$ cat src/design/kmt_pkg.sv
// Shared types, codes and character tables for the multi-tap keypad entry block.
`default_nettype none
package kmt_pkg;

    typedef enum logic [1:0] {
        ACT_NONE    = 2'd0,
        ACT_INSERT  = 2'd1,
        ACT_REPLACE = 2'd2,
        ACT_DELETE  = 2'd3
    } edit_act_t;

    localparam logic [1:0] MODE_DIGIT = 2'd0;
    localparam logic [1:0] MODE_ENGLISH = 2'd1;
    localparam logic [1:0] MODE_SYMBOL = 2'd2;

    localparam logic [3:0] KEY_SPACE = 4'd10;
    localparam logic [3:0] KEY_DELETE = 4'd11;

    localparam logic CFG_INPUT_MODE = 1'b0;
    localparam logic CFG_UPPER_CASE = 1'b1;

    localparam logic [6:0] CH_NUL = 7'h00;
    localparam logic [6:0] CH_SPACE = 7'h20;
    localparam logic [6:0] CH_DIGIT0 = 7'h30;
    localparam logic [6:0] CH_UPPER_A = 7'h41;
    localparam logic [6:0] CH_UPPER_Z = 7'h5A;
    localparam logic [6:0] CASE_OFFSET = 7'h20;

    typedef struct packed {
        edit_act_t  act;
        logic [6:0] char_code;
        logic       pend_we;
        logic [6:0] pend_next;
    } step_result_t;

    // Three table characters per key, first character in the top byte.
    // A two-character row has a zero in the bottom byte.
    function automatic logic [23:0] tap_row(input logic sym, input logic [3:0] key);
        logic [23:0] row;
        row = 24'h0;
        if (!sym) begin
            unique case (key)
                4'd0: row = "@?!";
                4'd1: row = "ABC";
                4'd2: row = "DEF";
                4'd3: row = "GHI";
                4'd4: row = "JKL";
                4'd5: row = "MNO";
                4'd6: row = "PQR";
                4'd7: row = "STU";
                4'd8: row = "VWX";
                4'd9: row = "YZ.";
                default: row = 24'h0;
            endcase
        end else begin
            unique case (key)
                4'd0: row = "~.^";
                4'd1: row = "!@#";
                4'd2: row = "$%&";
                4'd3: row = "*()";
                4'd4: row = "+{}";
                4'd5: row = "[]=";
                4'd6: row = "<>|";
                4'd7: row = {"-_", 8'h00};
                4'd8: row = {":;", 8'h00};
                4'd9: row = "\"'/";
                default: row = 24'h0;
            endcase
        end
        return row;
    endfunction

endpackage
`default_nettype wire

$ cat src/design/kmt_step.sv
// Combinational decode of one key press into an edit action and the next pending character.
`default_nettype none
module kmt_step (
    input  wire logic [3:0]          key_code,
    input  wire logic                buffer_full,
    input  wire logic [1:0]          input_mode,
    input  wire logic                upper_case,
    input  wire logic [6:0]          pend_char,
    output kmt_pkg::step_result_t    result
);
    import kmt_pkg::*;

    logic [23:0] row;
    logic [6:0]  c0;
    logic [6:0]  c1;
    logic [6:0]  c2;
    logic        len3;
    logic [6:0]  tap_next;
    edit_act_t   tap_act;
    logic [6:0]  tap_out;

    assign row  = tap_row(input_mode == MODE_SYMBOL, key_code);
    assign c0   = row[22:16];
    assign c1   = row[14:8];
    assign c2   = row[6:0];
    assign len3 = (c2 != CH_NUL);

    // Multi-tap run: the same key steps through its row, any other key starts over.
    always_comb begin
        tap_next = c0;
        tap_act  = ACT_REPLACE;
        if (pend_char == CH_NUL) begin
            tap_act = ACT_INSERT;
        end else if (pend_char == c0) begin
            tap_next = c1;
        end else if (pend_char == c1) begin
            tap_next = len3 ? c2 : c0;
        end else if (len3 && pend_char == c2) begin
            tap_next = c0;
        end else begin
            tap_act = ACT_INSERT;
        end
        if (!upper_case && tap_next >= CH_UPPER_A && tap_next <= CH_UPPER_Z) begin
            tap_out = tap_next + CASE_OFFSET;
        end else begin
            tap_out = tap_next;
        end
    end

    always_comb begin
        result.act       = ACT_NONE;
        result.char_code = CH_NUL;
        result.pend_we   = 1'b0;
        result.pend_next = CH_NUL;
        if (!buffer_full && input_mode <= MODE_SYMBOL && key_code <= KEY_DELETE) begin
            result.pend_we = 1'b1;
            if (key_code == KEY_DELETE) begin
                result.act = ACT_DELETE;
            end else if (input_mode == MODE_DIGIT) begin
                result.act       = ACT_INSERT;
                result.char_code = (key_code == KEY_SPACE) ? CH_SPACE
                                                           : CH_DIGIT0 + {3'b000, key_code};
            end else if (key_code == KEY_SPACE) begin
                // A space only commits a pending character; with none pending it is inserted.
                if (pend_char == CH_NUL) begin
                    result.act       = ACT_INSERT;
                    result.char_code = CH_SPACE;
                end
            end else begin
                result.act       = tap_act;
                result.char_code = tap_out;
                result.pend_next = tap_next;
            end
        end
    end

endmodule
`default_nettype wire

$ cat src/design/keypad_multitap_char_entry.sv
// Top level of the multi-tap keypad entry block: request registers, state and result register.
`default_nettype none
// Multi-tap keypad character entry. Each key request passes an input register, a short
// table lookup and compare, and a result register: one request is taken every clock cycle
// while the output is not stalled, and the result register loads its result on the same
// edge at which it moves out of the input register. The pending character is updated on
// the same edge that loads the result, so back-to-back requests of a multi-tap run do not
// stall. The user must write configuration through the cfg port only while the block is
// idle; the block itself does not enforce it.
module keypad_multitap_char_entry (
    input  wire logic       aclk,
    input  wire logic       aresetn,
    input  wire logic       s_tvalid,
    output      logic       s_tready,
    input  wire logic [7:0] s_tdata,   // [3:0] key_code, [4] buffer_full, [7:5] zero
    output      logic       m_tvalid,
    input  wire logic       m_tready,
    output      logic [7:0] m_tdata,   // [6:0] char_code, [7] zero
    output      logic [1:0] m_tuser,   // [1:0] edit_action
    input  wire logic       cfg_valid,
    output      logic       cfg_ready,
    input  wire logic       cfg_index,
    input  wire logic [1:0] cfg_data
);
    import kmt_pkg::*;

    logic         in_vld_reg;
    logic         in_vld_next;
    logic [3:0]   in_key_reg;
    logic         in_full_reg;
    logic         out_vld_reg;
    logic         out_vld_next;
    edit_act_t    out_act_reg;
    logic [6:0]   out_char_reg;
    logic [6:0]   pend_reg;
    logic [6:0]   pend_next;
    logic [1:0]   mode_reg;
    logic         upper_reg;
    logic         advance;
    logic         s_take;
    step_result_t step_res;

    assign advance   = in_vld_reg && (!out_vld_reg || m_tready);
    assign s_tready  = !in_vld_reg || advance;
    assign s_take    = s_tvalid && s_tready;
    assign cfg_ready = 1'b1;

    kmt_step u_step (
        .key_code    (in_key_reg),
        .buffer_full (in_full_reg),
        .input_mode  (mode_reg),
        .upper_case  (upper_reg),
        .pend_char   (pend_reg),
        .result      (step_res)
    );

    always_comb begin
        in_vld_next = in_vld_reg;
        if (s_tready) begin
            in_vld_next = s_tvalid;
        end
        out_vld_next = out_vld_reg;
        if (advance) begin
            out_vld_next = 1'b1;
        end else if (m_tready) begin
            out_vld_next = 1'b0;
        end
        pend_next = pend_reg;
        if (advance && step_res.pend_we) begin
            pend_next = step_res.pend_next;
        end
    end

    always_ff @(posedge aclk) begin
        if (!aresetn) begin
            in_vld_reg  <= 1'b0;
            out_vld_reg <= 1'b0;
            pend_reg    <= CH_NUL;
            mode_reg    <= MODE_ENGLISH;
            upper_reg   <= 1'b1;
        end else begin
            in_vld_reg  <= in_vld_next;
            out_vld_reg <= out_vld_next;
            pend_reg    <= pend_next;
            if (cfg_valid && cfg_ready) begin
                if (cfg_index == CFG_INPUT_MODE) begin
                    mode_reg <= cfg_data;
                end else if (cfg_index == CFG_UPPER_CASE) begin
                    upper_reg <= cfg_data[0];
                end
            end
        end
    end

    always_ff @(posedge aclk) begin
        if (s_take) begin
            in_key_reg  <= s_tdata[3:0];
            in_full_reg <= s_tdata[4];
        end
        if (advance) begin
            out_act_reg  <= step_res.act;
            out_char_reg <= step_res.char_code;
        end
    end

    assign m_tvalid = out_vld_reg;
    assign m_tdata  = {1'b0, out_char_reg};
    assign m_tuser  = out_act_reg;

`ifndef SYNTH
    // A processed delete always leaves no pending character.
    a_delete_clears: assert property (@(posedge aclk) disable iff (!aresetn)
        advance && in_key_reg == KEY_DELETE && !in_full_reg && mode_reg <= MODE_SYMBOL
        |=> pend_reg == CH_NUL)
        else $error("pending character survived a delete");

    // While a replace result waits, a pending character is still held.
    a_replace_pending: assert property (@(posedge aclk) disable iff (!aresetn)
        out_vld_reg && out_act_reg == ACT_REPLACE |-> pend_reg != CH_NUL)
        else $error("replace result without a pending character");

    // Results without a character carry zero.
    a_no_char: assert property (@(posedge aclk) disable iff (!aresetn)
        out_vld_reg && (out_act_reg == ACT_NONE || out_act_reg == ACT_DELETE)
        |-> out_char_reg == CH_NUL)
        else $error("character on a none or delete result");

    // Input back-pressure only when both stages are full and the output is stalled.
    a_ready_cause: assert property (@(posedge aclk) disable iff (!aresetn)
        !s_tready |-> in_vld_reg && out_vld_reg && !m_tready)
        else $error("input stalled without a full pipeline");
`endif

endmodule
`default_nettype wire

$ cat config.mk
export PLATFORM = sky130hd
export DESIGN_NAME = keypad_multitap_char_entry
export DESIGN_NICKNAME = d
export VERILOG_FILES = /design/src/design/kmt_pkg.sv /design/src/design/kmt_step.sv /design/src/design/keypad_multitap_char_entry.sv
export SDC_FILE = /design/constraint.sdc
export NUM_CORES = 1
export LEC_CHECK = 0
export ABC_CLOCK_PERIOD_IN_PS = 5500
export BUFFER_PORTS_ARGS = -buffer_cell sky130_fd_sc_hd__buf_2
export CORE_ASPECT_RATIO = 0.8
export CORE_MARGIN = 1
export CORE_UTILIZATION = 60
export CTS_CLUSTER_DIAMETER = 200
export DETAILED_ROUTE_END_ITERATION = 10
export GPL_ROUTABILITY_DRIVEN = 0
export PLACE_DENSITY = 0.8
export RECOVER_POWER = 50
export SYNTH_ARGS = -nofsm -noshare
export SYNTH_HDL_FRONTEND = slang
export SYNTH_SLANG_ARGS = --single-unit
$ cat constraint.sdc
create_clock -name aclk -period 5.5 [get_ports aclk]
set_input_delay 0.275 -clock aclk [delete_from_list [all_inputs] [get_ports aclk]]
set_output_delay 0.275 -clock aclk [all_outputs]
set_load 0.02 [all_outputs]
After elaboration in Yosys (flattened, before gate mapping):

Memory sizes are Yosys's and may differ from the RTL's. A register that Yosys moved wholly into a read port is not among the register bits.
Index checks and enable logic that the tools add are counted.

* bitwise operators: 2
* magnitude comparators: 4
* reduce and logical (&&, ||, !) cells: 21
* mux-type cells: 23
* eq/ne operators: 6
* add/sub/neg operators: 2

Operator list (number)
* $mux 7: 9
* $mux 23: 1
* $eq 7x7->1: 3
* $mux 9: 2
* $mux 8: 2
* $mux 2: 5
* $eq 4x4->1 const B: 2
* $logic_and 1x1->1: 8
* $mux 4: 2
* $add 6x4->7 const A: 1
* $add 7x6->7 const B: 1
* $ge 7x7->1 const B: 1
* $le 7x7->1 const B: 1
* $logic_not 7->1: 1
* $reduce_bool 7->1: 1
* $le 4x4->1 const B: 1
* $logic_not 1->1: 4
* $reduce_and 2->1: 2
* $eq 2x2->1 const B: 1
* $le 2x2->1 const B: 1
* $logic_not 2->1: 1
* $logic_or 1x1->1: 2
* $mux 1: 2
* $not 1->1: 2
* other kinds (2): 2

* bits in registers: 26
* memories: 2
* output and inout port bits: 13
* input port bits: 16
* word-level logic and storage cells: 69
* memory bits (read-only): 656

Memory list
* (no name shown): words 16, width 21, rd ports 1, clocked after memory_dff 1, wr ports 0, RTL line kmt_pkg.sv:56 `unique case (key)`
* (no name shown): words 16, width 20, rd ports 1, clocked after memory_dff 1, wr ports 0, RTL line kmt_pkg.sv:42 `unique case (key)`

Logic depth before layout (Yosys ltp):

Gate-level depths: netlist (run 1).

* depth after elaboration: 14
* mapped depth: 15

By module:

Synthesis (run 1) repeated with hierarchy kept, for this count alone.

* cell total of the unflattened synthesis: 355
* area, all modules: 2872.8 um2

Modules (own cells, without submodules)
* kmt_step: instances 1, area an instance 1920.6 um2, sequential area each 0.0 um2, cells each 284
* keypad_multitap_char_entry: instances 1, area an instance 952.2 um2, sequential area each 660.6 um2, cells each 71

Worst setup path after synthesis (run 1):

No wires, ideal clock.

* path kind: register to register
* start: register pend_reg[2]
* end: register out_char_reg[5] (data pin)
* path slack: 1.919 ns
* buffers on the path: 2
* required time: 5.242 ns
* period minus slack after synthesis: 3.581 ns
* arrival time: 3.323 ns
* stages on the path, launching flop included: 14
* path through: dfxtp_1 inv_1 a2111o_1 a22o_1 or3_1 buf_2 buf_6 and3_1 o21ba_1 o21bai_1 ha_1 a311o_1 or3_1 o221a_1

* word-level cells in the longest chain between the ends: 10

Ends and longest elaborated chain
* start: declaration: RTL line keypad_multitap_char_entry.sv:35 `logic [6:0] pend_reg;`
* start signal: assignment: RTL line keypad_multitap_char_entry.sv:84 `pend_reg <= pend_next;`
* $eq 7x7->1: RTL line kmt_step.sv:36 `end else if (pend_char == c1) begin`
* $mux 7: RTL line kmt_step.sv:36
* $mux 7: RTL line kmt_step.sv:34 `end else if (pend_char == c0) begin`
* $mux 7: RTL line kmt_step.sv:32 `if (pend_char == CH_NUL) begin`
* $ge 7x7->1: RTL line kmt_step.sv:43 `if (!upper_case && tap_next >= CH_UPPER_A && tap_next <= CH_UPPER_Z) begin`
* $logic_and 1x1->1 (2 in series): RTL line kmt_step.sv:43
* $mux 7: RTL line kmt_step.sv:43
* $mux 9 (*): RTL line kmt_step.sv:63 `end else if (key_code == KEY_SPACE) begin`
* $mux 9 (*): RTL line kmt_step.sv:59 `end else if (input_mode == MODE_DIGIT) begin`
* end signal: assignment: RTL line keypad_multitap_char_entry.sv:102 `out_char_reg <= step_res.char_code;`
* end: declaration: RTL line keypad_multitap_char_entry.sv:34 `logic [6:0] out_char_reg;`

Mark *: on every way between the ends. The rest lies on a longest branch, timed or not.
A chain may end at the register's enable or synchronous reset.

Final worst setup path (run 1):

* start: register mode_reg[1]
* end: register out_char_reg[5] (data pin)

* word-level cells in the longest chain between the ends: 13

Ends and longest elaborated chain
* start: declaration: RTL line keypad_multitap_char_entry.sv:37 `logic [1:0] mode_reg;`
* start signal: assignment: RTL line keypad_multitap_char_entry.sv:87 `mode_reg <= cfg_data;`
* $eq 2x2->1: RTL line kmt_step.sv:22 `assign row = tap_row(input_mode == MODE_SYMBOL, key_code);`
* $mux 23: RTL line kmt_pkg.sv:41 `if (!sym) begin`
* $reduce_bool 7->1: RTL line kmt_step.sv:26 `assign len3 = (c2 != CH_NUL);`
* $mux 7: RTL line kmt_step.sv:37 `tap_next = len3 ? c2 : c0;`
* $mux 7: RTL line kmt_step.sv:36
* $mux 7: RTL line kmt_step.sv:34
* $mux 7: RTL line kmt_step.sv:32
* $ge 7x7->1: RTL line kmt_step.sv:43
* $logic_and 1x1->1 (2 in series): RTL line kmt_step.sv:43
* $mux 7: RTL line kmt_step.sv:43
* $mux 9: RTL line kmt_step.sv:63
* $mux 9: RTL line kmt_step.sv:59

Parallel ways exist; a longest one is shown, timed or not.

==> results of run 1 <==
synthesized netlist by cell type, types with 2 or more instances:
| library cell | count | share of area [%] |
|---|---|---|
| sky130_fd_sc_hd__dfxtp_1 | 51 | 28 |
| sky130_fd_sc_hd__nand2_1 | 48 | 5.0 |
| sky130_fd_sc_hd__nor2_1 | 32 | 3.3 |
| sky130_fd_sc_hd__a21oi_1 | 25 | 3.5 |
| sky130_fd_sc_hd__o21ai_0 | 25 | 3.5 |
| sky130_fd_sc_hd__nor2b_1 | 20 | 3.5 |
| sky130_fd_sc_hd__mux2i_1 | 19 | 5.3 |
| sky130_fd_sc_hd__edfxtp_1 | 14 | 12 |
| sky130_fd_sc_hd__xor2_1 | 11 | 2.7 |
| sky130_fd_sc_hd__clkbuf_1 | 10 | 1.0 |
| sky130_fd_sc_hd__ha_1 | 10 | 3.5 |
| sky130_fd_sc_hd__inv_1 | 10 | 1.0 |
| sky130_fd_sc_hd__nor3_1 | 10 | 1.4 |
| sky130_fd_sc_hd__xnor2_1 | 10 | 2.4 |
| sky130_fd_sc_hd__a211oi_1 | 6 | 1.2 |
| sky130_fd_sc_hd__a22oi_1 | 6 | 1.2 |
| sky130_fd_sc_hd__nand3_1 | 6 | 0.83 |
| sky130_fd_sc_hd__and2_1 | 4 | 0.69 |
| sky130_fd_sc_hd__buf_2 | 4 | 0.55 |
| sky130_fd_sc_hd__buf_6 | 4 | 1.2 |
| sky130_fd_sc_hd__nand2b_1 | 4 | 0.69 |
| sky130_fd_sc_hd__nand4_1 | 4 | 0.69 |
| sky130_fd_sc_hd__nor4_1 | 4 | 0.69 |
| sky130_fd_sc_hd__or3_1 | 4 | 0.69 |
| sky130_fd_sc_hd__a2111oi_4 | 3 | 2.3 |
| sky130_fd_sc_hd__and3_1 | 3 | 0.52 |
| sky130_fd_sc_hd__o21bai_1 | 3 | 0.62 |
| sky130_fd_sc_hd__or2_2 | 3 | 0.52 |
| sky130_fd_sc_hd__a211o_1 | 2 | 0.48 |
| sky130_fd_sc_hd__a21o_1 | 2 | 0.41 |
| sky130_fd_sc_hd__a221oi_2 | 2 | 0.83 |
| sky130_fd_sc_hd__a31oi_1 | 2 | 0.35 |
| sky130_fd_sc_hd__buf_1 | 2 | 0.21 |
| sky130_fd_sc_hd__buf_4 | 2 | 0.41 |
| sky130_fd_sc_hd__conb_1 | 2 | 0.21 |
| sky130_fd_sc_hd__mux2_2 | 2 | 0.62 |
| sky130_fd_sc_hd__o211ai_1 | 2 | 0.41 |
| sky130_fd_sc_hd__o22a_1 | 2 | 0.48 |
| sky130_fd_sc_hd__o31ai_1 | 2 | 0.41 |
power breakdown:
group	total, µW	internal (µW)	leakage, µW	switching [µW]
clock network	406	211	0.0000945	195
registers	564	531	0.000559	32.9
logic	218	83.5	0.000912	135
total	1190	826	0.00157	362
worst register-to-register path: stages (launching register included):
cell	delay (ns)
sky130_fd_sc_hd__dfxtp_1	0.43
sky130_fd_sc_hd__nor2b_2	0.54
sky130_fd_sc_hd__buf_4	0.31
sky130_fd_sc_hd__mux2i_1	0.28
sky130_fd_sc_hd__o22ai_1	0.15
sky130_fd_sc_hd__a2111oi_4	0.66
sky130_fd_sc_hd__and3_1	0.27
sky130_fd_sc_hd__o21ba_1	0.14
sky130_fd_sc_hd__o21bai_1	0.22
sky130_fd_sc_hd__inv_1	0.11
sky130_fd_sc_hd__ha_1	0.25
sky130_fd_sc_hd__a311o_1	0.30
sky130_fd_sc_hd__or3_1	0.36
sky130_fd_sc_hd__o221a_1	0.26
cell type report:
cell class                 instances  area (µm²)
multi-input combinational        302        2010
fill                             451        1710
sequential                        65        1440
clock buffer                      10         128
timing repair buffer              26         120
tap                               78        97.6
clock inverter                     6        67.6
inverter                          10        37.5
stage by stage:
| step | power, µW | instances | cell area [µm²] | setup slack [ns] |
|---|---|---|---|---|
| 3_3_place_gp | 781 | 481 | 3730 | 1.23 |
| 4_1_cts | 1190 | 497 | 3920 | 1.05 |
| 3_5_place_dp | 788 | 481 | 3730 | 1.07 |
| 6_report | 1190 | 497 | 3910 | 0.978 |
| 5_1_grt | 1240 | 497 | 3910 | 0.664 |
| 2_1_floorplan | 732 | 399 | 3620 | 1.92 |
worst min-delay path by stage:
stage | start | to | slack [ns] | cells past startpoint
after floorplan | s_tdata[4] | in_full_reg | 0.37 | 0
after global placement | s_tdata[4] | in_full_reg | 0.45 | 1
after detailed placement | s_tdata[4] | in_full_reg | 0.45 | 1
after CTS | s_tdata[4] | in_full_reg | 0.08 | 1
after global routing | s_tdata[4] | in_full_reg | 0.08 | 1
final | s_tdata[4] | in_full_reg | 0.09 | 1
per-layer routing:
metal  vias up  share of wire [%]  track usage (%)
met5         -                  0                0
met4         0                1.7             8.60
met3        20                9.7             9.33
met2       147                 42             40.0
met1      1420                 46             45.2
li1       1445                  -                -
cells by family after synthesis:
group,Yosys count
xor+xnor,21
simple gates,151
fa+ha+maj,10
other cells,2
mux,21
buf+inv,32
flops,65
compound gates,97
placed cells by master (no fill, tap or decap), types with 3 or more instances in the layout:
cell type | netlist | final
sky130_fd_sc_hd__dfxtp_1 | 51 | 51
sky130_fd_sc_hd__nand2_1 | 48 | 48
sky130_fd_sc_hd__nor2_1 | 32 | 32
sky130_fd_sc_hd__a21oi_1 | 25 | 25
sky130_fd_sc_hd__o21ai_0 | 25 | 25
sky130_fd_sc_hd__nor2b_1 | 20 | 20
sky130_fd_sc_hd__mux2i_1 | 19 | 19
sky130_fd_sc_hd__clkbuf_1 | 10 | 15
sky130_fd_sc_hd__edfxtp_1 | 14 | 14
sky130_fd_sc_hd__xor2_1 | 11 | 11
sky130_fd_sc_hd__inv_1 | 10 | 10
sky130_fd_sc_hd__nor3_1 | 10 | 10
sky130_fd_sc_hd__xnor2_1 | 10 | 10
sky130_fd_sc_hd__ha_1 | 10 | 10
sky130_fd_sc_hd__clkbuf_8 | 0 | 9
sky130_fd_sc_hd__buf_2 | 4 | 9
sky130_fd_sc_hd__a22oi_1 | 6 | 6
sky130_fd_sc_hd__nand3_1 | 6 | 6
sky130_fd_sc_hd__a211oi_1 | 6 | 6
sky130_fd_sc_hd__nand2b_1 | 4 | 4
sky130_fd_sc_hd__nor4_1 | 4 | 4
sky130_fd_sc_hd__or3_1 | 4 | 4
sky130_fd_sc_hd__and2_1 | 4 | 4
sky130_fd_sc_hd__nand4_1 | 4 | 4
sky130_fd_sc_hd__a2111oi_4 | 3 | 3
sky130_fd_sc_hd__and3_1 | 3 | 3
sky130_fd_sc_hd__o21bai_1 | 3 | 3
sky130_fd_sc_hd__or2_2 | 3 | 3
sky130_fd_sc_hd__buf_4 | 2 | 3
==> results.py, run 1 <==
metrics = {
    "synth": {
        "synth_edf_count": 14,
        "synth.yosys.warnings": 0,
        "ys_dominant_reg_cell": "sky130_fd_sc_hd__dfxtp_1",
        "async_flop_share_pct": 0,
        "post_synth_xor_area_fraction_pct": 5.08,
        "post_synth_mux_area_share_pct": 5.88,
        "synthSimpleGateAreaFrac_pct": 21.0,
        "synth_adder_area_share_pct": 3.46,
        "synth_compound_gate_area_share_pct": 20.1,
        "main_combinational_cell_family_by_area_after_synthesis": "simple AND/OR/NAND/NOR gates",
        "synthCells": 399,
        "yosys_register_bits": 65,
        "syn-mean-instance-area_um2": 9.07,
        "synth.cell_area_mm2": 0.00362,
        "synthesis.nets": 425,
        "synth_cell_types": 63,
        "synth_seq_area_share_pct": 39.8,
    },
    "place": {
        "place.port_buffers": 23,
        "detailed_place_hpwl_mm": 6.40,
    },
    "clock_tree": {
        "numClockSinks": 65,
        "tritoncts": "built",
        "clk_root_buffer_cell": "sky130_fd_sc_hd__clkbuf_8",
        "cts.htree.levels": 3,
        "cts_resized": 0,
        "cts.path.max_buffers": 2,
        "post_cts_buffers": 0,
        "numCtsBuffers": 9,
        "cts_clk_pin_slew_worst_paths_ns": 0.08,
        "clk_latency_ns": 0.35,
        "post_cts_hold_buffer_count": 0,
    },
    "cells_and_area": {
        "area_growth_syn_to_layout_pct": 7.96,
        "diodes": 0,
        "drive_above_1_share_pct": 10.5,
        "design.final.nets": 440,
        "final_util_pct": 69.5,
    },
    "global_routing": {
        "grt_first_pass_wirelength_mm": 13.8,
        "grt_pass1_vias": 2695,
        "grt_max_degree": 22,
        "total_grt_overflow": 0,
        "antenna_violations_before_repair": 0,
        "grtUsageTotal_pct": 29.7,
    },
    "worst_setup_path": {
        "setup.worst_path.end": "out_char_reg[5]",
        "crit_start": "mode_reg[1]",
        "regToRegEndpoint": "out_char_reg[5]",
        "number_of_cells_on_the_critical_path": 13,
        "worstPathBufferInverterCount": 2,
        "crit_type": "reg2reg",
        "critical_path.endpoint_type": "flop",
        "ff2ff_setup_slack_ns": 0.98,
        "path_delay_family": "compound AO/OA/AOI/OAI gates",
        "cp_slowest_stage_delay_ns": 0.66,
        "worstPathMaxFanout": 12,
        "r2r-start": "mode_reg[1]",
        "cp_cell_sequence": "nor2b_2 -> buf_4 -> mux2i_1 -> o22ai_1 -> a2111oi_4 -> and3_1 -> o21ba_1 -> o21bai_1 -> inv_1 -> ha_1 -> a311o_1 -> or3_1 -> o221a_1",
        "critPathRequiredTime_ns": 5.61,
        "arrival_ns": 4.63,
        "worst_path_max_delay_cell": "sky130_fd_sc_hd__a2111oi_4",
        "startpoint_type": "flop",
        "reg2regPathDepth": 13,
    },
    "floorplan": {
        "io-pin-count": 29,
        "fp-row-count": 24,
        "dieArea_mm2": 0.00635,
        "starting_density_of_the_core_pct": 64.4,
        "fp.coreArea_mm2": 0.00562,
        "die-width_um": 88.8,
        "die_height_um": 71.4,
    },
    "pwr": {
        "static-leakage-power_uw": 0.00157,
        "power-per-cell-area_mw_per_mm2": 304,
        "maximum_resistive_drop_on_vdd_mv": 0.214,
    },
    "outcome": {
        "status": "complete, no violations",
    },
    "route": {
        "number_of_antenna_violating_nets_in_the_routed_design": 0,
        "route.final.wire_length_mm": 8.59,
        "detail_route.wl_per_cell_um": 17.3,
        "remaining_drc_errors": 0,
        "routed_via_density": 6.10,
        "detailroute.via_count": 3032,
        "drt_pass1_iterations": 5,
        "drt_iter0_drc": 434,
    },
    "timing": {
        "fin_skew_ns": 0.0152,
        "finalSetupViolCount": 0,
        "highest_attainable_clock_frequency_ghz": 0.221,
        "grt_setup_unrepaired": "no",
        "fin_crit_share_pct": 82.2,
        "fin_hold_ws_ns": 0.0945,
        "max_slew.worst_pin.slew_ns": 0.959,
        "worst_slew_margin_rel_pct": 35.9,
        "finalCriticalPeriod_ns": 4.52,
        "final-hold-violation-count": 0,
        "final_max_slew_viol_count": 0,
        "setup_tns_ns": 0,
    },
    "worst_hold_path": {
        "timing.hold.worst.class": "in2reg",
    },
    "run": {
        "max_cap_viol_count": 0,
    },
}
(Power assumes the default switching activity.)
==> inputs of run 2 (changes only) <==
Settings changed: ABC_AREA from default to 1, ABC_CLOCK_PERIOD_IN_PS 5500 to 4400.
Clock period 5.5 ns to 4.4 ns, I/O delays scaled along.
==> run 2 against run 1 <==
Count of clock-buffer cells in the layout rose by 3; first-iteration DRC count fell by 27%; die area rose by 1.8%; synthesized area rose by 1.8%; sequential power rose by 21%; critical path type unchanged; sequential share of layout area fell by 1.3 points; clock skew fell by 0.00063 ns; maximum frequency rose by 26%.
==> results.py, run 2 <==
metrics = {
    "outcome": {
        "status": "complete, no violations",
    },
    "worst_setup_path": {
        "crit_type": "reg2reg",
        "startpoint_type": "flop",
        "cp_cell_sequence": "nand2_4 -> nand2_1 -> o21ai_1 -> nor2_1 -> nand2_2 -> o21ai_0 -> nand2_1 -> nand3_1 -> nand3_1 -> o21ai_1 -> inv_1 -> ha_1 -> a21oi_1 -> nand3_1 -> nand3_2 -> nand2_1 -> nand3_1 -> a21oi_1",
        "reg2regPathDepth": 18,
        "arrival_ns": 3.69,
        "worst_path_max_delay_cell": "sky130_fd_sc_hd__dfxtp_1",
        "critPathRequiredTime_ns": 4.50,
        "worstPathBufferInverterCount": 1,
        "crit_start": "mode_reg[1]",
        "critical_path.endpoint_type": "flop",
        "path_delay_family": "simple AND/OR/NAND/NOR gates",
        "number_of_cells_on_the_critical_path": 18,
        "path_common_cell": "sky130_fd_sc_hd__nand3_1",
        "worstPathMaxFanout": 27,
        "cp_slowest_stage_delay_ns": 0.68,
        "r2r-start": "mode_reg[1]",
    },
    "synth": {
        "synthSimpleGateAreaFrac_pct": 35.0,
        "synthesis.nets": 569,
        "main_combinational_cell_family_by_area_after_synthesis": "simple AND/OR/NAND/NOR gates",
        "synthCells": 543,
        "synthTopCellsByArea": "sky130_fd_sc_hd__dfxtp_1 28%, sky130_fd_sc_hd__nand2_1 19%, sky130_fd_sc_hd__edfxtp_1 11%",
        "syn-mean-instance-area_um2": 6.78,
        "synth_edf_count": 14,
        "yosysMostFrequentCell": "sky130_fd_sc_hd__nand2_1",
        "synth.cell_area_mm2": 0.00368,
        "synth_cell_types": 40,
        "synth_adder_area_share_pct": 3.40,
        "synth_top_area_share_pct": 27.7,
        "synth_compound_gate_area_share_pct": 9.82,
        "yosys_register_bits": 65,
        "synth_seq_area_share_pct": 39.1,
        "async_flop_share_pct": 0,
        "synth_top_cell_by_area": "sky130_fd_sc_hd__dfxtp_1",
        "ys_dominant_reg_cell": "sky130_fd_sc_hd__dfxtp_1",
        "post_synth_xor_area_fraction_pct": 1.66,
        "synth_commonest_cells": "185 x sky130_fd_sc_hd__nand2_1, 78 x sky130_fd_sc_hd__inv_1, 57 x sky130_fd_sc_hd__nand3_1",
        "synth.yosys.warnings": 0,
        "post_synth_mux_area_share_pct": 0,
    },
    "timing": {
        "final_max_slew_viol_count": 0,
        "fin_skew_ns": 0.0146,
        "grt_setup_unrepaired": "no",
        "fin_crit_share_pct": 81.6,
        "highest_attainable_clock_frequency_ghz": 0.279,
        "fin_hold_ws_ns": 0.0603,
        "finalCriticalPeriod_ns": 3.59,
        "max_slew.worst_pin.slew_ns": 0.900,
        "worst_slew_margin_rel_pct": 39.3,
        "finalSetupViolCount": 0,
        "final-hold-violation-count": 0,
        "setup_tns_ns": 0,
    },
    "worst_hold_path": {
        "timing.hold.worst.start": "s_tdata[4]",
        "hold_depth": 1,
        "timing.hold.worst.class": "in2reg",
    },
    "clock_tree": {
        "cts.htree.levels": 3,
        "cts.path.max_buffers": 2,
        "cts_clk_pin_slew_worst_paths_ns": 0.08,
        "post_cts_hold_buffer_count": 0,
        "cts_resized": 0,
        "numCtsBuffers": 9,
        "clk_root_buffer_cell": "sky130_fd_sc_hd__clkbuf_8",
        "tritoncts": "built",
        "numClockSinks": 65,
        "post_cts_buffers": 0,
        "clk_latency_ns": 0.34,
    },
    "cells_and_area": {
        "n_fill_cell": 507,
        "final_common_cell": "sky130_fd_sc_hd__nand2_1",
        "sequential_cell_area_mm2": 0.00144,
        "design.final.nets": 593,
        "diodes": 0,
        "final_area_mm2": 0.00404,
        "drive_above_1_share_pct": 8.22,
        "area_growth_syn_to_layout_pct": 9.79,
        "most-common-layout-cells": "185 x sky130_fd_sc_hd__nand2_1, 78 x sky130_fd_sc_hd__inv_1, 57 x sky130_fd_sc_hd__nand3_1",
        "multiInputGateArea_mm2": 0.00184,
    },
    "route": {
        "drt_iter0_drc": 315,
        "detailroute.via_count": 3569,
        "number_of_antenna_violating_nets_in_the_routed_design": 0,
        "routed_via_density": 5.47,
        "detail_route.wl_per_cell_um": 14.2,
        "remaining_drc_errors": 0,
        "route.final.wire_length_mm": 9.30,
        "drt_pass1_iterations": 5,
    },
    "floorplan": {
        "die_height_um": 72.1,
        "io-pin-count": 29,
        "fp-row-count": 25,
        "dieArea_mm2": 0.00646,
        "fp.coreArea_mm2": 0.00591,
        "starting_density_of_the_core_pct": 62.3,
        "die-width_um": 89.6,
    },
    "global_routing": {
        "total_grt_overflow": 0,
        "antenna_violations_before_repair": 0,
        "grtUsageTotal_pct": 31.4,
        "grt_pass1_vias": 3124,
        "grt_first_pass_wirelength_mm": 14.9,
        "grt_max_degree": 28,
    },
    "pwr": {
        "power-per-cell-area_mw_per_mm2": 400,
        "maximum_resistive_drop_on_vdd_mv": 0.314,
        "static-leakage-power_uw": 0.00204,
    },
    "place": {
        "detailed_place_hpwl_mm": 6.89,
        "post_dp_cell_area_mm2": 0.00383,
        "place.port_buffers": 23,
    },
    "run": {
        "max_cap_viol_count": 0,
    },
}
## run 2: cell types whose count changed in the layout (fill, tap and decap cells not counted), moves of 10 or more
| cell | delta |
|---|---|
| sky130_fd_sc_hd__inv_1 | +68 |
| sky130_fd_sc_hd__nand3_1 | +51 |
| sky130_fd_sc_hd__nand2_1 | +137 |
| sky130_fd_sc_hd__mux2i_1 | -19 |
| sky130_fd_sc_hd__xnor2_1 | -10 |
| sky130_fd_sc_hd__nor2b_1 | -20 |
## run 2: worst register-to-register path: cells and delay by family, from the launching register on
| family | cells | cell delay [ns] |
|---|---|---|
| and+or+nand+nor | 11 | 1.53 |
| AOI/OAI and AO/OA | 5 | 0.77 |
| DFF | 1 | 0.68 |
| adders and majority gates | 1 | 0.23 |
| buffers and inverters | 1 | 0.14 |
## run 2: worst paths after layout
check                                        to  slack (ns)
worst max-delay path            out_char_reg[5]        0.81
worst min-delay path                in_full_reg        0.06
worst min register to register         m_tvalid        0.52
worst max register to register  out_char_reg[5]        0.81
## run 2: metal layers
layer  vias up  track usage, %  routed length (µm)
met5         -               0                   0
met4         0            14.3                 165
met3        15            10.2                 970
met2       193            44.5                4030
met1      1597            43.4                4130
li1       1764               -                   -
## run 2: power breakdown
group	internal, µW	switching [µW]
logic	109	259
registers	664	21.5
clock network	350	213
## run 2: stage by stage
stage / total power, µW / setup WS, ns / std cells / util (%)
detailed placement: 1060 / 0.876 / 637 / 64.9
global placement: 1050 / 0.948 / 637 / 64.9
global route: 1700 / 0.320 / 653 / 68.4
finish: 1620 / 0.811 / 653 / 68.4
CTS: 1610 / 0.850 / 653 / 68.7
floorplan: 968 / 1.74 / 543 / -
## run 2: final cells by class
| type | instances | area share, % |
|---|---|---|
| clock inverters | 3 | 1.61 |
| flip-flops and latches | 65 | 35.7 |
| inverters | 86 | 8.05 |
| repair buffers | 24 | 2.63 |
| clock buffers | 13 | 3.93 |
| multi-input cells | 381 | 45.6 |
| well taps | 81 | 2.51 |
## run 2: kinds of logic after synthesis
kind of cell               Yosys count
AOI/OAI and AO/OA                   63
xor gates and xnor gates             7
adders and majority gates           10
buffers and inverters               97
DFF                                 65
other                                2
and+or+nand+nor                    299
==> inputs of run 3 (changes only) <==
Settings changed: ABC_CLOCK_PERIOD_IN_PS 4400 to 3200, CORE_UTILIZATION 60 to 54, PLACE_DENSITY 0.8 to 0.76.
Clock period 4.4 ns to 3.2 ns, I/O delays scaled along.
==> run 3 against run 2 <==
Maximum frequency grew 21%; critical path depth up 2; highest routed layer unchanged; critical endpoint unchanged; sequential cell count did not move; critical path type unchanged; sequential power is 37% higher.
==> results.py, run 3 (synthesis gave the netlist of run 2 again) <==
metrics = {
    "floorplan": {
        "io-pin-count": 29,
        "fp.coreArea_mm2": 0.00647,
        "die_height_um": 75.9,
        "die-width_um": 94.3,
        "starting_density_of_the_core_pct": 56.9,
        "dieArea_mm2": 0.00716,
        "fp-row-count": 26,
    },
    "worst_setup_path": {
        "critPathRequiredTime_ns": 3.30,
        "crit_start": "mode_reg[1]",
        "reg2regPathDepth": 20,
        "setup.worst_path.end": "out_char_reg[5]",
        "worstPathMaxFanout": 9,
        "regToRegEndpoint": "out_char_reg[5]",
        "ff2ff_setup_slack_ns": 0.24,
        "startpoint_type": "flop",
        "arrival_ns": 3.07,
        "crit_type": "reg2reg",
        "r2r-start": "mode_reg[1]",
        "critical_path.endpoint_type": "flop",
    },
    "cells_and_area": {
        "drive_above_1_share_pct": 13.6,
        "most-common-layout-cells": "178 x sky130_fd_sc_hd__nand2_1, 78 x sky130_fd_sc_hd__inv_1, 55 x sky130_fd_sc_hd__nand3_1",
        "multiInputGateArea_mm2": 0.00190,
        "diodes": 0,
        "final_cell_count_no_fill": 672,
        "design.final.nets": 610,
        "area_growth_syn_to_layout_pct": 14.6,
        "sequential_cell_area_mm2": 0.00145,
        "n_fill_cell": 592,
        "final_common_cell": "sky130_fd_sc_hd__nand2_1",
    },
    "timing": {
        "max_slew.worst_pin.slew_ns": 0.747,
        "fin_hold_ws_ns": 0.0439,
        "worst_slew_margin_rel_pct": 49.9,
        "fin_skew_ns": 0.00731,
        "fin_crit_share_pct": 92.6,
        "final-hold-violation-count": 0,
        "setup_tns_ns": 0,
        "worst_slack_ns": 0.238,
        "highest_attainable_clock_frequency_ghz": 0.338,
        "final_max_slew_viol_count": 0,
        "finalCriticalPeriod_ns": 2.96,
        "finalSetupViolCount": 0,
    },
    "place": {
        "place.port_buffers": 23,
        "number_of_cells_in_the_design_after_placement": 649,
        "detailed_place_hpwl_mm": 7.33,
        "place_ws_ns": 0.128,
    },
    "outcome": {
        "status": "complete, no violations",
    },
    "pwr": {
        "static-leakage-power_uw": 0.00212,
        "maximum_resistive_drop_on_vdd_mv": 0.366,
        "power_uw": 2150,
        "power-per-cell-area_mw_per_mm2": 510,
    },
    "global_routing": {
        "grtUsageTotal_pct": 28.9,
        "grt_first_pass_wirelength_mm": 15.3,
        "grt_max_degree": 28,
        "grt_pass1_vias": 3123,
        "antenna_violations_before_repair": 0,
        "total_grt_overflow": 0,
    },
    "route": {
        "remaining_drc_errors": 0,
        "detailroute.via_count": 3627,
        "drt_iter0_drc": 326,
        "detail_route.wl_per_cell_um": 14.3,
        "route.final.wire_length_mm": 9.59,
        "routed_via_density": 5.40,
        "number_of_antenna_violating_nets_in_the_routed_design": 0,
        "drt_pass1_iterations": 5,
    },
    "run": {
        "max_cap_viol_count": 0,
    },
    "clock_tree": {
        "cts_clk_pin_slew_worst_paths_ns": 0.07,
        "cts.path.max_buffers": 2,
        "numCtsBuffers": 9,
        "cts.htree.levels": 3,
        "numClockSinks": 65,
        "tritoncts": "built",
        "clk_latency_ns": 0.35,
        "clk_root_buffer_cell": "sky130_fd_sc_hd__clkbuf_8",
    },
    "worst_hold_path": {
        "timing.hold.worst.class": "in2reg",
    },
}
[run 3: critical path, cell delays in order (launching register included)]
cell and delay (ns):
sky130_fd_sc_hd__dfxtp_4 0.38, sky130_fd_sc_hd__inv_1 0.09, sky130_fd_sc_hd__nor2_2 0.06, sky130_fd_sc_hd__buf_4 0.14
sky130_fd_sc_hd__nand2_1 0.18, sky130_fd_sc_hd__nand2_1 0.07, sky130_fd_sc_hd__nand2_1 0.07, sky130_fd_sc_hd__nand3_1 0.12
sky130_fd_sc_hd__nor2_4 0.23, sky130_fd_sc_hd__nand2_4 0.11, sky130_fd_sc_hd__nand3_1 0.10, sky130_fd_sc_hd__nand3_1 0.07
sky130_fd_sc_hd__o21ai_1 0.14, sky130_fd_sc_hd__inv_1 0.11, sky130_fd_sc_hd__ha_1 0.22, sky130_fd_sc_hd__a21oi_1 0.15
sky130_fd_sc_hd__nand3_1 0.13, sky130_fd_sc_hd__nand3_2 0.10, sky130_fd_sc_hd__nand2_1 0.07, sky130_fd_sc_hd__nand3_1 0.09
sky130_fd_sc_hd__a21oi_1 0.06
[run 3: per-layer routing]
metal	track usage, %	routed length (µm)
met4	8.72	133
met5	0	0
met2	43.2	4180
met1	40.7	4290
met3	8.08	983
[run 3: area by class of cell]
cell class	instances	share of cell area, %
clock inverter	2	0.296
tap	84	2.49
clock buffer	13	4.03
timing repair buffer	41	6.31
sequential	65	34.3
inverter	86	7.71
multi-input combinational	381	44.9
[run 3: what timing repair did]
action / in CTS / in global routing
hold buffers: 5 / 0
hold endpoints to repair: 5 / 0
resized for setup: 0 / 19
endpoints found under the setup margin: 0 / 2
buffers inserted: 0 / 3
[run 3: how the worst min path moves through the flow]
stage / from / to / slack (ns) / cells after the start
global route: aresetn / mode_reg[0] / 0.05 / 2
detailed placement: s_tdata[4] / in_full_reg / 0.34 / 1
finish: cfg_data[1] / mode_reg[1] / 0.04 / 3
global placement: s_tdata[4] / in_full_reg / 0.34 / 1
CTS: cfg_data[1] / mode_reg[1] / 0.04 / 3
floorplan: aresetn / mode_reg[0] / 0.26 / 1
[run 3: where the power goes]
| part | total, µW | switching, µW | internal, µW | leakage, µW |
|---|---|---|---|---|
| registers | 940 | 27.1 | 913 | 0.000558 |
| clock network | 654 | 309 | 344 | 0.0000906 |
| logic | 558 | 373 | 186 | 0.00147 |
| total | 2150 | 709 | 1440 | 0.00212 |
[run 3: stage by stage]
stage          utilization [%]  instance area (µm²)
2_1_floorplan                -                 3680
3_3_place_gp              60.3                 3910
3_5_place_dp              60.3                 3910
4_1_cts                   63.9                 4140
5_1_grt                   65.2                 4220
6_report                  65.2                 4220
